[config.mk]
export PLATFORM = sky130hd
export DESIGN_NAME = fifo_queue_with_search
export DESIGN_NICKNAME = d
export VERILOG_FILES = /design/src/rtl/fqs_pkg.sv /design/src/rtl/fifo_queue_with_search.sv /design/src/rtl/fqs_ram.sv
export SDC_FILE = /design/constraint.sdc
export NUM_CORES = 1
export LEC_CHECK = 0
export ABC_AREA = 1
export BUFFER_PORTS_ARGS = -buffer_cell sky130_fd_sc_hd__buf_2
export CELL_PAD_IN_SITES_DETAIL_PLACEMENT = 0
export CELL_PAD_IN_SITES_GLOBAL_PLACEMENT = 1
export CORE_MARGIN = 1
export CORE_UTILIZATION = 55
export CTS_BUF_LIST = sky130_fd_sc_hd__clkbuf_8
export CTS_CLUSTER_DIAMETER = 50
export DETAILED_ROUTE_END_ITERATION = 10
export PLACE_DENSITY = 0.89
export SYNTH_ARGS = -nofsm -noshare
export SYNTH_HDL_FRONTEND = slang
export SYNTH_HIERARCHICAL = 1
export SYNTH_SLANG_ARGS = --single-unit
[constraint.sdc]
create_clock -name clk -period 7.88 [get_ports clk]
set_input_delay 0.788 -clock clk [delete_from_list [all_inputs] [get_ports clk]]
set_output_delay 0.788 -clock clk [all_outputs]
set_load 0.01 [all_outputs]
[src/rtl/fqs_pkg.sv]
package fqs_pkg;

	localparam int DEPTH = 16;
	localparam int IDX_W = $clog2(DEPTH);
	localparam int CNT_W = $clog2(DEPTH + 1);

	typedef enum logic [1:0] {
		MODE_ENQ  = 2'd0,
		MODE_DEQ  = 2'd1,
		MODE_FIND = 2'd2
	} mode_t;

	typedef enum logic [2:0] {
		ST_OK      = 3'd0,
		ST_FULL    = 3'd1,
		ST_EMPTY   = 3'd2,
		ST_NOMATCH = 3'd3,
		ST_MATCH   = 3'd4
	} status_t;

	typedef enum logic [1:0] {
		S_IDLE,
		S_DEQ,
		S_FIND,
		S_FLUSH
	} state_t;

	typedef struct packed {
		logic [1:0]   mode;
		logic signed [31:0] value;
	} req_t;

	typedef struct packed {
		status_t      status;
		logic signed [31:0] data;
		logic [4:0]   position;
		logic [4:0]   occupancy;
		logic         last;
	} rsp_t;

	// ring increment, wraps at the last entry
	function automatic logic [IDX_W-1:0] idx_inc(input logic [IDX_W-1:0] idx);
		logic [IDX_W-1:0] r;
		if (idx == IDX_W'(DEPTH - 1)) begin
			r = '0;
		end else begin
			r = idx + IDX_W'(1);
		end
		return r;
	endfunction

	// ring add for head plus count, count at most depth
	function automatic logic [IDX_W-1:0] idx_add(input logic [IDX_W-1:0] idx,
			input logic [CNT_W-1:0] cnt);
		logic [CNT_W:0] sum;
		sum = (CNT_W+1)'(idx) + (CNT_W+1)'(cnt);
		if (sum >= (CNT_W+1)'(DEPTH)) begin
			sum = sum - (CNT_W+1)'(DEPTH);
		end
		return IDX_W'(sum);
	endfunction

endpackage

[src/rtl/fifo_queue_with_search.sv]
// bounded first-in first-out queue of signed 32-bit values with a key search
// request channel: req (mode, value) is taken at a rising edge with start high
// and busy low. results: rsp is shown for one cycle with valid high; the
// receiver cannot hold them off, so every result appears exactly once.
// enqueue: result in the cycle after the request, busy stays low.
// dequeue: result registered from one ram read, busy high in state S_DEQ;
// on an empty queue the empty result comes in the cycle after the request.
// find: walks the stored entries through the ram read port, one entry a
// cycle, oldest first; busy in states S_FIND and S_FLUSH, then idle, the
// final result shown in the first idle cycle; on an empty queue busy stays
// low and the no-match result comes in the cycle after the request. one match
// result per equal entry, the final one carrying last, or a single no-match.
// a match is held back one compare so that last can be set on the final one.
// a request may be taken while the previous result is still on rsp.
// reset clears head, fill count and control; the entry ram has no reset
// and its read data is only used from entries that hold a stored value.
module fifo_queue_with_search (
	input  logic          clk,
	input  logic          arst_n,
	input  logic          start,
	input  fqs_pkg::req_t req,
	output logic          busy,
	output logic          valid,
	output fqs_pkg::rsp_t rsp
);

	fqs_pkg::state_t state_q, state_d;

	logic [fqs_pkg::IDX_W-1:0] head_q, head_d;
	logic [fqs_pkg::CNT_W-1:0] count_q, count_d;
	logic [fqs_pkg::IDX_W-1:0] rptr_q;
	logic [fqs_pkg::CNT_W-1:0] pos_q;
	logic [fqs_pkg::CNT_W-1:0] ppos_q, ppos_d;
	logic                      pend_q, pend_d;
	logic [31:0]               key_q;

	logic                      valid_q, valid_d;
	fqs_pkg::rsp_t             rsp_q, rsp_d;

	logic                      ram_we;
	logic [fqs_pkg::IDX_W-1:0] ram_waddr;
	logic [fqs_pkg::IDX_W-1:0] ram_raddr;
	logic [31:0]               ram_rdata;

	logic accept;

	assign busy   = (state_q != fqs_pkg::S_IDLE);
	assign accept = start && (state_q == fqs_pkg::S_IDLE);
	assign valid  = valid_q;
	assign rsp    = rsp_q;

	fqs_ram #(
		.WIDTH (32),
		.DEPTH (fqs_pkg::DEPTH)
	) u_ram (
		.clk   (clk),
		.we    (ram_we),
		.waddr (ram_waddr),
		.wdata (req.value),
		.raddr (ram_raddr),
		.rdata (ram_rdata)
	);

	assign ram_waddr = fqs_pkg::idx_add(head_q, count_q);

	// next state
	always_comb begin
		state_d = state_q;
		case (state_q)
			fqs_pkg::S_IDLE: begin
				if (accept) begin
					case (req.mode)
						fqs_pkg::MODE_DEQ: begin
							if (count_q != '0) begin
								state_d = fqs_pkg::S_DEQ;
							end
						end
						fqs_pkg::MODE_FIND: begin
							if (count_q != '0) begin
								state_d = fqs_pkg::S_FIND;
							end
						end
						default: begin
							state_d = fqs_pkg::S_IDLE;
						end
					endcase
				end
			end
			fqs_pkg::S_DEQ: begin
				state_d = fqs_pkg::S_IDLE;
			end
			fqs_pkg::S_FIND: begin
				if (pos_q == count_q) begin
					state_d = fqs_pkg::S_FLUSH;
				end
			end
			fqs_pkg::S_FLUSH: begin
				state_d = fqs_pkg::S_IDLE;
			end
			default: begin
				state_d = fqs_pkg::S_IDLE;
			end
		endcase
	end

	// datapath and result
	always_comb begin
		ram_we    = 1'b0;
		ram_raddr = head_q;
		head_d    = head_q;
		count_d   = count_q;
		pend_d    = pend_q;
		ppos_d    = ppos_q;
		valid_d   = 1'b0;
		rsp_d.status    = fqs_pkg::ST_OK;
		rsp_d.data      = '0;
		rsp_d.position  = '0;
		rsp_d.occupancy = 5'(count_q);
		rsp_d.last      = 1'b1;
		case (state_q)
			fqs_pkg::S_IDLE: begin
				if (accept) begin
					case (req.mode)
						fqs_pkg::MODE_ENQ: begin
							valid_d = 1'b1;
							if (count_q == fqs_pkg::CNT_W'(fqs_pkg::DEPTH)) begin
								rsp_d.status = fqs_pkg::ST_FULL;
							end else begin
								ram_we          = 1'b1;
								count_d         = count_q + fqs_pkg::CNT_W'(1);
								rsp_d.occupancy = 5'(count_d);
							end
						end
						fqs_pkg::MODE_DEQ: begin
							if (count_q == '0) begin
								valid_d      = 1'b1;
								rsp_d.status = fqs_pkg::ST_EMPTY;
							end
						end
						fqs_pkg::MODE_FIND: begin
							pend_d = 1'b0;
							if (count_q == '0) begin
								valid_d      = 1'b1;
								rsp_d.status = fqs_pkg::ST_NOMATCH;
							end
						end
						default: begin
							valid_d = 1'b1;
						end
					endcase
				end
			end
			fqs_pkg::S_DEQ: begin
				valid_d         = 1'b1;
				head_d          = fqs_pkg::idx_inc(head_q);
				count_d         = count_q - fqs_pkg::CNT_W'(1);
				rsp_d.data      = $signed(ram_rdata);
				rsp_d.occupancy = 5'(count_d);
			end
			fqs_pkg::S_FIND: begin
				// read one entry ahead of the compare
				ram_raddr = fqs_pkg::idx_inc(rptr_q);
				if (ram_rdata == key_q) begin
					if (pend_q) begin
						valid_d        = 1'b1;
						rsp_d.status   = fqs_pkg::ST_MATCH;
						rsp_d.position = 5'(ppos_q);
						rsp_d.last     = 1'b0;
					end
					pend_d = 1'b1;
					ppos_d = pos_q;
				end
			end
			fqs_pkg::S_FLUSH: begin
				valid_d = 1'b1;
				if (pend_q) begin
					rsp_d.status   = fqs_pkg::ST_MATCH;
					rsp_d.position = 5'(ppos_q);
				end else begin
					rsp_d.status = fqs_pkg::ST_NOMATCH;
				end
			end
			default: begin
				valid_d = 1'b0;
			end
		endcase
	end

	always_ff @(posedge clk or negedge arst_n) begin
		if (!arst_n) begin
			state_q <= fqs_pkg::S_IDLE;
			head_q  <= '0;
			count_q <= '0;
			pend_q  <= 1'b0;
			valid_q <= 1'b0;
		end else begin
			state_q <= state_d;
			head_q  <= head_d;
			count_q <= count_d;
			pend_q  <= pend_d;
			valid_q <= valid_d;
		end
	end

	always_ff @(posedge clk) begin
		rsp_q  <= rsp_d;
		ppos_q <= ppos_d;
		if (state_q == fqs_pkg::S_IDLE) begin
			rptr_q <= head_q;
			pos_q  <= fqs_pkg::CNT_W'(1);
			key_q  <= req.value;
		end else if (state_q == fqs_pkg::S_FIND) begin
			rptr_q <= fqs_pkg::idx_inc(rptr_q);
			pos_q  <= pos_q + fqs_pkg::CNT_W'(1);
		end
	end

endmodule

[src/rtl/fqs_ram.sv]
module fqs_ram #(
	parameter int WIDTH = 32,
	parameter int DEPTH = 16
) (
	input  logic                     clk,
	input  logic                     we,
	input  logic [$clog2(DEPTH)-1:0] waddr,
	input  logic [WIDTH-1:0]         wdata,
	input  logic [$clog2(DEPTH)-1:0] raddr,
	output logic [WIDTH-1:0]         rdata
);

	logic [WIDTH-1:0] mem [DEPTH];

	always_ff @(posedge clk) begin
		if (we) begin
			mem[waddr] <= wdata;
		end
		rdata <= mem[raddr];
	end

endmodule

# [Word level (Yosys, flattened, before mapping)]
# Memories as Yosys holds them, arrays and structs flattened. A register that Yosys moved wholly into a read port is not among the register bits.
# Index checks and enable logic that the tools add are counted.
[word_totals] ff_bits=105 ram_bits=512 inputBits=37 output_inout_bits=48 elab_cells=96 mem_count=1
[op_classes] addsub=7 n_lt_le_gt_ge=1 eq_ne=16 n_mux=45 reduce_logical=12
[mem_list] memory="u_ram.mem" words=16 width=32 rd=1 rd_clocked_by_memory_dff=1 wr=1 line_no="fqs_ram.sv:13" rtl="logic [WIDTH-1:0] mem [DEPTH];"
[op_table] op="equality test 32 bit" n=1
[op_table] op="2-to-1 mux 5 bit" n=5
[op_table] op="2-to-1 mux 4 bit" n=6
[op_table] op="case mux 5 bit (2 select lines)" n=2
[op_table] op="2-to-1 mux 1 bit" n=16
[op_table] op="2-to-1 mux 2 bit" n=7
[op_table] op="case mux 2 bit (3 select lines)" n=2
[op_table] op="adder 5 x 1 -> 5 bit, second input constant" n=2
[op_table] op="2-to-1 mux 3 bit" n=3
[op_table] op="case mux 3 bit (3 select lines)" n=1
[op_table] op="adder 4 x 1 -> 4 bit, second input constant" n=2
[op_table] op="equality test 4 bit, second input constant" n=2
[op_table] op="AND reduction 4 bit" n=2
[op_table] op="adder 4 x 5 -> 6 bit" n=1
[op_table] op="equality test 2 bit, second input constant" n=3
[op_table] op=">= comparator 6 x 5 -> 1 bit, second input constant" n=1
[op_table] op="inequality test 2 bit, second input constant" n=3
[op_table] op="inequality test 3 bit, second input constant" n=2
[op_table] op="equality test 5 bit" n=1
[op_table] op="equality test 5 bit, second input constant" n=1
[op_table] op="logical NOT 5 bit" n=1
[op_table] op="nonzero test 5 bit" n=1
[op_table] op="subtractor 5 x 1 -> 5 bit, second input constant" n=1
[op_table] op="equality test 2 x 1 -> 1 bit, second input constant" n=2
[op_table] op="other kinds (10)" n=13

# [Depth between registers and ports, before layout]
# Gate-level depths: netlist of run 1.
[depth] depth_word=7 depth_mapped=16 depth_no_buf=12

# [By module]
# Netlist of run 1, hierarchy kept.
[by_module_without_submodules] module="fqs_ram" n_inst=1 cells_each=2120 area_each_um2=22730.6 seq_area_each_um2=16015.4
[by_module_without_submodules] module="fifo_queue_with_search" n_inst=1 cells_each=496 area_each_um2=4495.6 seq_area_each_um2=2577.5

# [Worst setup path before layout of run 1]
# Ideal clock, no wire load.
[synth_path] kind="in2reg" from="in req[32] (netlist bit)" to="mem u_ram.mem[12][0], enable pin" setup_ns=0.421 arrival_ns=2.934 required_ns=7.459 slack_ns=4.525 cell_stages=8 path_buffers=0 path_cell_list="inv_1 -> ha_1 -> inv_1 -> nor2_2 -> inv_2 -> nor2_4 -> nand3_1 -> nor2_1"
[synth_via] elab_chain_len=6
[synth_lines] element="start: declaration" line_no="fifo_queue_with_search.sv:21" rtl="input fqs_pkg::req_t req,"
[synth_lines] element="logical NOT 2 bit" line_no="fifo_queue_with_search.sv:123" rtl="case (req.mode)"
[synth_lines] element="2-to-1 mux 1 bit" line_no="fifo_queue_with_search.sv:123"
[synth_lines] element="2-to-1 mux 1 bit" line_no="fifo_queue_with_search.sv:122" rtl="if (accept) begin"
[synth_lines] element="2-to-1 mux 1 bit" line_no="fifo_queue_with_search.sv:120" rtl="case (state_q)"
[synth_lines] element="via ram_we" line_no="fifo_queue_with_search.sv:40" rtl="logic ram_we;"
[synth_lines] element="2-to-1 mux 1 bit" line_no="fqs_ram.sv:16" rtl="if (we) begin"
[synth_lines] element="2-to-1 mux 1 bit (implied by the code)" line_no="fqs_ram.sv:17" rtl="mem[waddr] <= wdata;"
[synth_lines] element="end: declaration" line_no="fqs_ram.sv:13"
# The timed path passes the listed nets, and every way through them passes these cells.

# [Worst setup path after layout of run 1]
[layout_path] from="reg state_q[1]" to="reg u_ram.rdata[26] (read register of u_ram.mem)"
[layout_via] elab_chain_len=2
[layout_lines] element="start: declaration" line_no="fifo_queue_with_search.sv:27" rtl="fqs_pkg::state_t state_q, state_d;"
[layout_lines] element="start signal: assignment" line_no="fifo_queue_with_search.sv:191" rtl="state_q <= fqs_pkg::S_IDLE;"
[layout_lines] element="start signal: assignment" line_no="fifo_queue_with_search.sv:197" rtl="state_q <= state_d;"
[layout_lines] element="equality test 2 bit" line_no="fifo_queue_with_search.sv:120"
[layout_lines] element="2-to-1 mux 4 bit" line_no="fifo_queue_with_search.sv:120"
[layout_lines] element="via ram_raddr (one bit)" line_no="fifo_queue_with_search.sv:42" rtl="logic [fqs_pkg::IDX_W-1:0] ram_raddr;"
[layout_lines] element="end: declaration" line_no="fqs_ram.sv:10" rtl="output logic [WIDTH-1:0] rdata"
# The timed path passes the listed nets, and every way through them passes these cells.
# A chain may end at the register's enable or synchronous reset.

==> flow_metrics.py, run 1 <==
metrics = {
    "min_path": {
        "hold_path_class": "flop to flop",
        "min_path_cells": 2,
    },
    "setup_path": {
        "cp_max_fo": 84,
        "worst-endpoint-arrival_ns": 5.24,
        "cpMostUsedCell": "nand3_1",
        "end_kind": "flop",
        "cp-start-kind": "flop",
        "ff2ff_setup_slack_ns": 3.20,
        "cpMaxStageDelayCell": "buf_4",
        "critical_path_class": "flop to flop",
        "path_cells": "inv_1 > nor2_1 > inv_1 > o21ai_4 > buf_4 > buf_4 > nand2_1 > nand3_1 > nand3_1 > nand3_1 > nand2_1",
        "cp_slowest_stage_delay_ns": 0.82,
        "crit_required_ns": 8.44,
        "r2r_cells": 11,
    },
    "floorplanning": {
        "die_height_um": 224.5,
        "floorplan.initialDensity_pct": 55.73,
        "rows": 81,
        "core-area_sq_um": 48850,
        "die-area_sq_um": 50400,
        "die_w_um": 224.5,
        "ios": 85,
    },
    "timing": {
        "min_period_over_period_pct": 59.40,
        "rsz0062_at_grt": "no",
        "setup_ws_ns": 3.199,
        "setup_tns_ns": 0,
        "maxSlewViolCount": 0,
        "fmax_ghz": 0.2136,
        "fin_crit_ns": 4.681,
        "worst_slew_pin_slew_ns": 1.264,
        "setup_violations": 0,
        "hold_violations": 0,
        "clock_skew_ns": 0.03036,
        "maxSlewHeadroom_pct": 15.77,
    },
    "power_and_ir_drop": {
        "power_mw": 11.43,
        "ir_drop_mv": 0.4096,
        "power_density_nw_per_um2": 379.0,
        "p_leak_nw": 13.30,
    },
    "logic_synthesis": {
        "synth_top_family_by_area": "simple AND/OR/NAND/NOR gates",
        "syn_nets": 2667,
        "synthCells": 2616,
        "yosys_warnings": 6,
        "synth_edf_count": 553,
        "synth_compound_area_share_pct": 0.8134,
        "synth-simple-area-share_pct": 20.09,
        "yosysSeqAreaShare_pct": 68.29,
        "syn-cell-area_sq_um": 27230,
        "yosys_most_used_dff": "edfxtp_1",
        "async_reset_ff_share_pct": 2.003,
        "synth.area.mux_share_pct": 0,
        "synthAdderAreaFrac_pct": 0.6710,
        "syn_avg_cell_area_sq_um": 10.41,
        "synth_cell_types": 39,
        "synth-seq-cells": 649,
        "synth_xor_area_share_pct": 0.7399,
    },
    "drt": {
        "viasPerCell": 5.249,
        "post_drt_wl_per_cell_um": 18.69,
        "dr.pass1.iters": 5,
        "vias": 18270,
        "ant_nets": 0,
        "dr.first_iter.drc_count": 1688,
        "routed_wl_um": 65030,
        "drc": 0,
    },
    "clock_network": {
        "ctsResizeCount": 0,
        "cts.clk_slew.worst_paths_ns": 0.06,
        "h-tree-depth": 3,
        "cts_buffers": 103,
        "numClockSinks": 649,
        "root_buffer": "clkbuf_8",
        "cts_tree": "yes",
        "insertion_delay_ns": 0.68,
        "cts_buffer_depth": 3,
    },
    "placed_design": {
        "dpl.cell_count": 3280,
        "place_ws_ns": 3.276,
        "gp_congestion": 0.8264,
        "place_hpwl_um": 33040,
        "io_buffers": 84,
    },
    "global_routing": {
        "grt_pass1_vias": 17700,
        "grt_max_degree": 133,
        "grt_pass1_wl_um": 99170,
        "grt_overflow": 0,
        "grt_antenna_before_repair": 5,
        "track_usage_pct": 26.29,
    },
    "layout": {
        "fin_nets": 2773,
        "drive_above_1_share_pct": 10.24,
        "synthToLayoutAreaGrowth_pct": 10.78,
        "final_cells": 3480,
    },
    "flow_run": {
        "maxCapViolCount": 0,
    },
    "run_status": {
        "status": "finished, final reports clean",
    },
}
-- placed cells by master, fill, tap and decap left out, drive strengths merged, types with 2 or more instances in the layout --
master    instances
nand2           802
xor2              5
o22ai             2
clkinv           27
bufinv            3
inv             531
clkinvlp          3
nor2             76
diode             4
or2               2
xnor2            18
clkbuf          115
nand3           397
a21oi             6
nor3              4
ha               13
edfxtp          553
o21ai            21
o31ai             2
dfrtp            13
nand4            13
dfxtp            83
nand3b            2
o221ai            3
buf             112
-- power breakdown --
part / switching, mW / internal, mW
clock: 1.30 / 1.44
combinational: 3.22 / 1.32
sequential: 0.158 / 4.00
total: 4.68 / 6.75
-- stage by stage --
stage / utilization [%] / instance area [sq um] / hold slack, ns
6_report: 61.74 / 30160 / 0.4442
5_1_grt: 61.73 / 30150 / 0.4538
4_1_cts: 61.72 / 30150 / 0.4228
3_5_place_dp: 57.60 / 28140 / 0.4366
3_3_place_gp: 57.60 / 28140 / 0.4394
2_1_floorplan: - / 27230 / 0.4207
-- cells by family after synthesis --
family,Yosys count
xor gates and xnor gates,23
buffers and inverters,596
and+or+nand+nor,1296
adders and majority gates,14
AOI/OAI and AO/OA,38
DFF,649
-- sequential cells by signal (all words and copies together), names as in the netlist --
name         flops
u_ram/mem      512
count_q          5
pend_q           1
pos_q            5
ppos_q           5
rptr_q           4
key_q           32
u_ram/rdata     32
state_q          2
head_q           4
valid            1
rsp             46
-- per-layer routing --
metal | GRT usage (%) | vias up | share of wire [%]
li1 | - | 8638 | -
met1 | 33.79 | 8694 | 40
met2 | 43.90 | 776 | 48
met3 | 4.912 | 156 | 8.6
met4 | 11.17 | 2 | 3.2
met5 | 0 | - | 0.018
-- repair_timing --
action / 4_1_cts / 5_1_grt
endpoints found under the hold margin: 13 / 0
setup buffers: 0 / 0
hold buffers: 1 / 0
-- path summary, 6_finish.rpt --
check	startpoint	to
setup / recovery	state_q[1]	u_ram/rdata[26]
setup reg to reg	state_q[1]	u_ram/rdata[26]
max in group asynchronous	arst_n	pend_q
hold / removal	u_ram/rdata[31]	rsp[42]
min in group asynchronous	arst_n	valid
hold reg to reg	u_ram/rdata[31]	rsp[42]
-- area by class of cell --
cell class / instances / area, sq um
fill: 3890 / 18690
clock buffer: 115 / 1583
inverter: 484 / 1829
tap: 664 / 830.8
sequential: 649 / 18590
antenna: 4 / 10.01
clock inverter: 80 / 422.9
multi-input combinational: 1371 / 6240
timing repair buffer: 113 / 653.1
-- cells in the mapped netlist (3+ instances only) --
master	n	area share, %
a21oi_1	6	0.11
buf_1	14	0.19
buf_2	45	0.83
buf_4	7	0.19
buf_6	29	1.2
clkbuf_1	16	0.22
dfrtp_1	13	1.2
dfxtp_1	83	6.1
edfxtp_1	553	61
ha_1	13	0.60
inv_1	471	6.5
inv_2	10	0.14
nand2_1	801	11
nand3_1	397	7.3
nand4_1	13	0.30
nor2_1	69	0.95
nor2_2	4	0.092
nor3_1	4	0.074
o21ai_0	20	0.37
o221ai_1	3	0.097
xnor2_1	18	0.58
xor2_1	5	0.16
-- critical path: cells and delay by family, from the launching register on --
family	cells	cell delay [ns]
AO/OA/AOI/OAI	1	0.42
AND/OR/NAND/NOR	6	1.29
buffers and inverters	4	2.06
flip-flops	1	0.64
No activity file was read; power rests on OpenSTA's default activity.
==> run 2, diff against run 1 <==
--- a/config.mk
+++ b/config.mk
@@ -10,11 +10,11 @@
 export CELL_PAD_IN_SITES_DETAIL_PLACEMENT = 0
 export CELL_PAD_IN_SITES_GLOBAL_PLACEMENT = 1
 export CORE_MARGIN = 1
-export CORE_UTILIZATION = 55
+export CORE_UTILIZATION = 47
 export CTS_BUF_LIST = sky130_fd_sc_hd__clkbuf_8
 export CTS_CLUSTER_DIAMETER = 50
 export DETAILED_ROUTE_END_ITERATION = 10
-export PLACE_DENSITY = 0.89
+export PLACE_DENSITY = 0.81
 export SYNTH_ARGS = -nofsm -noshare
 export SYNTH_HDL_FRONTEND = slang
 export SYNTH_HIERARCHICAL = 1
==> constraint.sdc (replaced) <==
create_clock -name clk -period 3.9 [get_ports clk]
set_input_delay 0.39 -clock clk [delete_from_list [all_inputs] [get_ports clk]]
set_output_delay 0.39 -clock clk [all_outputs]
set_load 0.01 [all_outputs]
==> flow_metrics.py, run 2 (synthesis gave the netlist of run 1 again) <==
metrics = {
    "run_status": {
        "status": "finished, final reports clean",
    },
    "setup_path": {
        "cp-start-kind": "flop",
        "startpoint": "state_q[1]",
        "worst-endpoint-arrival_ns": 3.66,
        "reg2reg_from": "state_q[1]",
        "crit_required_ns": 4.45,
        "end_kind": "flop",
        "critical_path_class": "flop to flop",
        "r2r_cells": 9,
        "ff2ff_setup_slack_ns": 0.78,
        "worstReg2RegEnd": "u_ram/rdata[17]",
        "cp_max_fo": 64,
        "worstSetupEndpoint": "u_ram/rdata[17]",
    },
    "clock_network": {
        "numClockSinks": 649,
        "cts_hold_buf": 1,
        "root_buffer": "clkbuf_8",
        "h-tree-depth": 3,
        "cts_tree": "yes",
        "ctsResizeCount": 0,
        "cts.clk_slew.worst_paths_ns": 0.06,
        "cts_buffer_depth": 3,
        "cts_buffers": 105,
        "cts_setup_buffers": 0,
        "insertion_delay_ns": 0.69,
    },
    "drt": {
        "vias": 18200,
        "viasPerCell": 5.070,
        "routed_wl_um": 66690,
        "post_drt_wl_per_cell_um": 18.58,
        "ant_nets": 0,
        "dr.first_iter.drc_count": 1417,
        "drc": 0,
        "dr.pass1.iters": 6,
    },
    "layout": {
        "fin_nets": 2795,
        "multi_input_area_sq_um": 6240,
        "synthToLayoutAreaGrowth_pct": 12.43,
        "layout_common_cells": "nand2_1, edfxtp_1, inv_1",
        "drive_above_1_share_pct": 10.73,
        "final_area_sq_um": 30610,
        "largest_register": "u_ram/mem",
        "nFillCells": 5023,
        "final-seq-area_sq_um": 18590,
        "layout_commonest_cell": "nand2_1",
        "largest_reg_flops": 512,
    },
    "floorplanning": {
        "die_w_um": 242.7,
        "floorplan.initialDensity_pct": 47.91,
        "core-area_sq_um": 56820,
        "die-area_sq_um": 58890,
        "die_height_um": 242.7,
        "ios": 85,
        "rows": 87,
    },
    "power_and_ir_drop": {
        "ir_drop_mv": 1.382,
        "power_frac_seq_pct": 35.7,
        "p_int_mw": 13.99,
        "p_leak_nw": 13.44,
        "power_frac_comb_pct": 40.2,
        "power_mw": 23.52,
        "switching_power_mw": 9.533,
        "clock_power_share_pct": 24.1,
        "power_density_nw_per_um2": 768.3,
        "swShare_pct": 40.53,
    },
    "timing": {
        "min_period_over_period_pct": 79.89,
        "setup_tns_ns": 0,
        "maxSlewViolCount": 0,
        "fmax_ghz": 0.3209,
        "worst_slew_pin_slew_ns": 1.328,
        "setup_violations": 0,
        "rsz0062_at_grt": "no",
        "clock_skew_ns": 0.04013,
        "maxSlewHeadroom_pct": 11.46,
        "hold_violations": 0,
        "fin_crit_ns": 3.116,
    },
    "global_routing": {
        "grt_pass1_wl_um": 102300,
        "met1_usage_pct": 31.48,
        "grt_max_degree": 137,
        "grt_pass1_vias": 17540,
        "grt_overflow": 0,
        "grt-busiest-layer": "met2",
        "met3_usage_pct": 3.969,
        "track_usage_pct": 22.91,
        "grt_antenna_before_repair": 6,
        "grtUsageMet2_pct": 36.97,
    },
    "placed_design": {
        "gp_congestion": 0.8245,
        "io_buffers": 84,
        "place_hpwl_um": 35590,
        "placed_area_sq_um": 28550,
    },
    "flow_run": {
        "maxCapViolCount": 0,
    },
    "min_path": {
        "hold_path_class": "input port to flop",
    },
}
run 2: changes by cell type in the layout (fill, tap and decap cells not counted), sizes merged:
cell    change
buf        +20
inv         -9
clkinv      +6
bufinv      +2
diode       -2
clkbuf      +1
run 2: cell type report:
class,instances,share of cell area [%]
tap,756,3.090
clock inverter,79,1.471
inverter,484,5.968
antenna,2,0.01635
multi-input combinational,1371,20.38
clock buffer,116,5.216
sequential,649,60.74
timing repair buffer,133,3.115
run 2: metal layers:
layer	routed length, um	part of all wire [%]
met5	0	0
met4	1803	2.7
met3	4227	6.3
met2	31030	47
met1	29640	44
run 2: power groups by stage:
stage                     Combinational, mW  Sequential, mW  Clock (mW)
final                                  9.45            8.40        5.67
after detailed placement               9.42            8.54           0
after global placement                 9.34            8.53           0
after CTS                              9.46            8.40        5.80
after floorplan                        7.01            8.47           0
after global routing                   10.5            8.45        6.08
run 2: per-stage QoR:
| step | setup WS [ns] | util, % | hold WS [ns] | cells |
|---|---|---|---|---|
| 2_1_floorplan | 0.6048 | - | 0.09441 | 2616 |
| 3_3_place_gp | 0.9068 | 50.24 | 0.3039 | 3392 |
| 3_5_place_dp | 0.8547 | 50.24 | 0.3130 | 3392 |
| 4_1_cts | 0.8415 | 53.86 | 0.03559 | 3588 |
| 5_1_grt | 0.5438 | 53.87 | 0.05248 | 3590 |
| 6_report | 0.7842 | 53.87 | 0.08752 | 3590 |
run 2: worst max-delay path: stages, from the launching register on:
cell and delay, ns:
dfrtp_1 0.65, inv_1 0.18, nor2_1 0.12, buf_4 0.22
inv_1 0.22, o21ai_4 0.21, buf_4 0.87, nand3_1 0.20
nand3_1 0.15, nand2_1 0.08
run 2: worst min-delay path by stage:
| stage | startpoint | end | cells after the start |
|---|---|---|---|
| final | req[22] | u_ram/mem[12][22] | 1 |
| after CTS | req[21] | key_q[21] | 1 |
| after global placement | arst_n | valid | 1 |
| after detailed placement | arst_n | valid | 1 |
| after global routing | req[21] | key_q[21] | 1 |
| after floorplan | arst_n | count_q[0] | 0 |
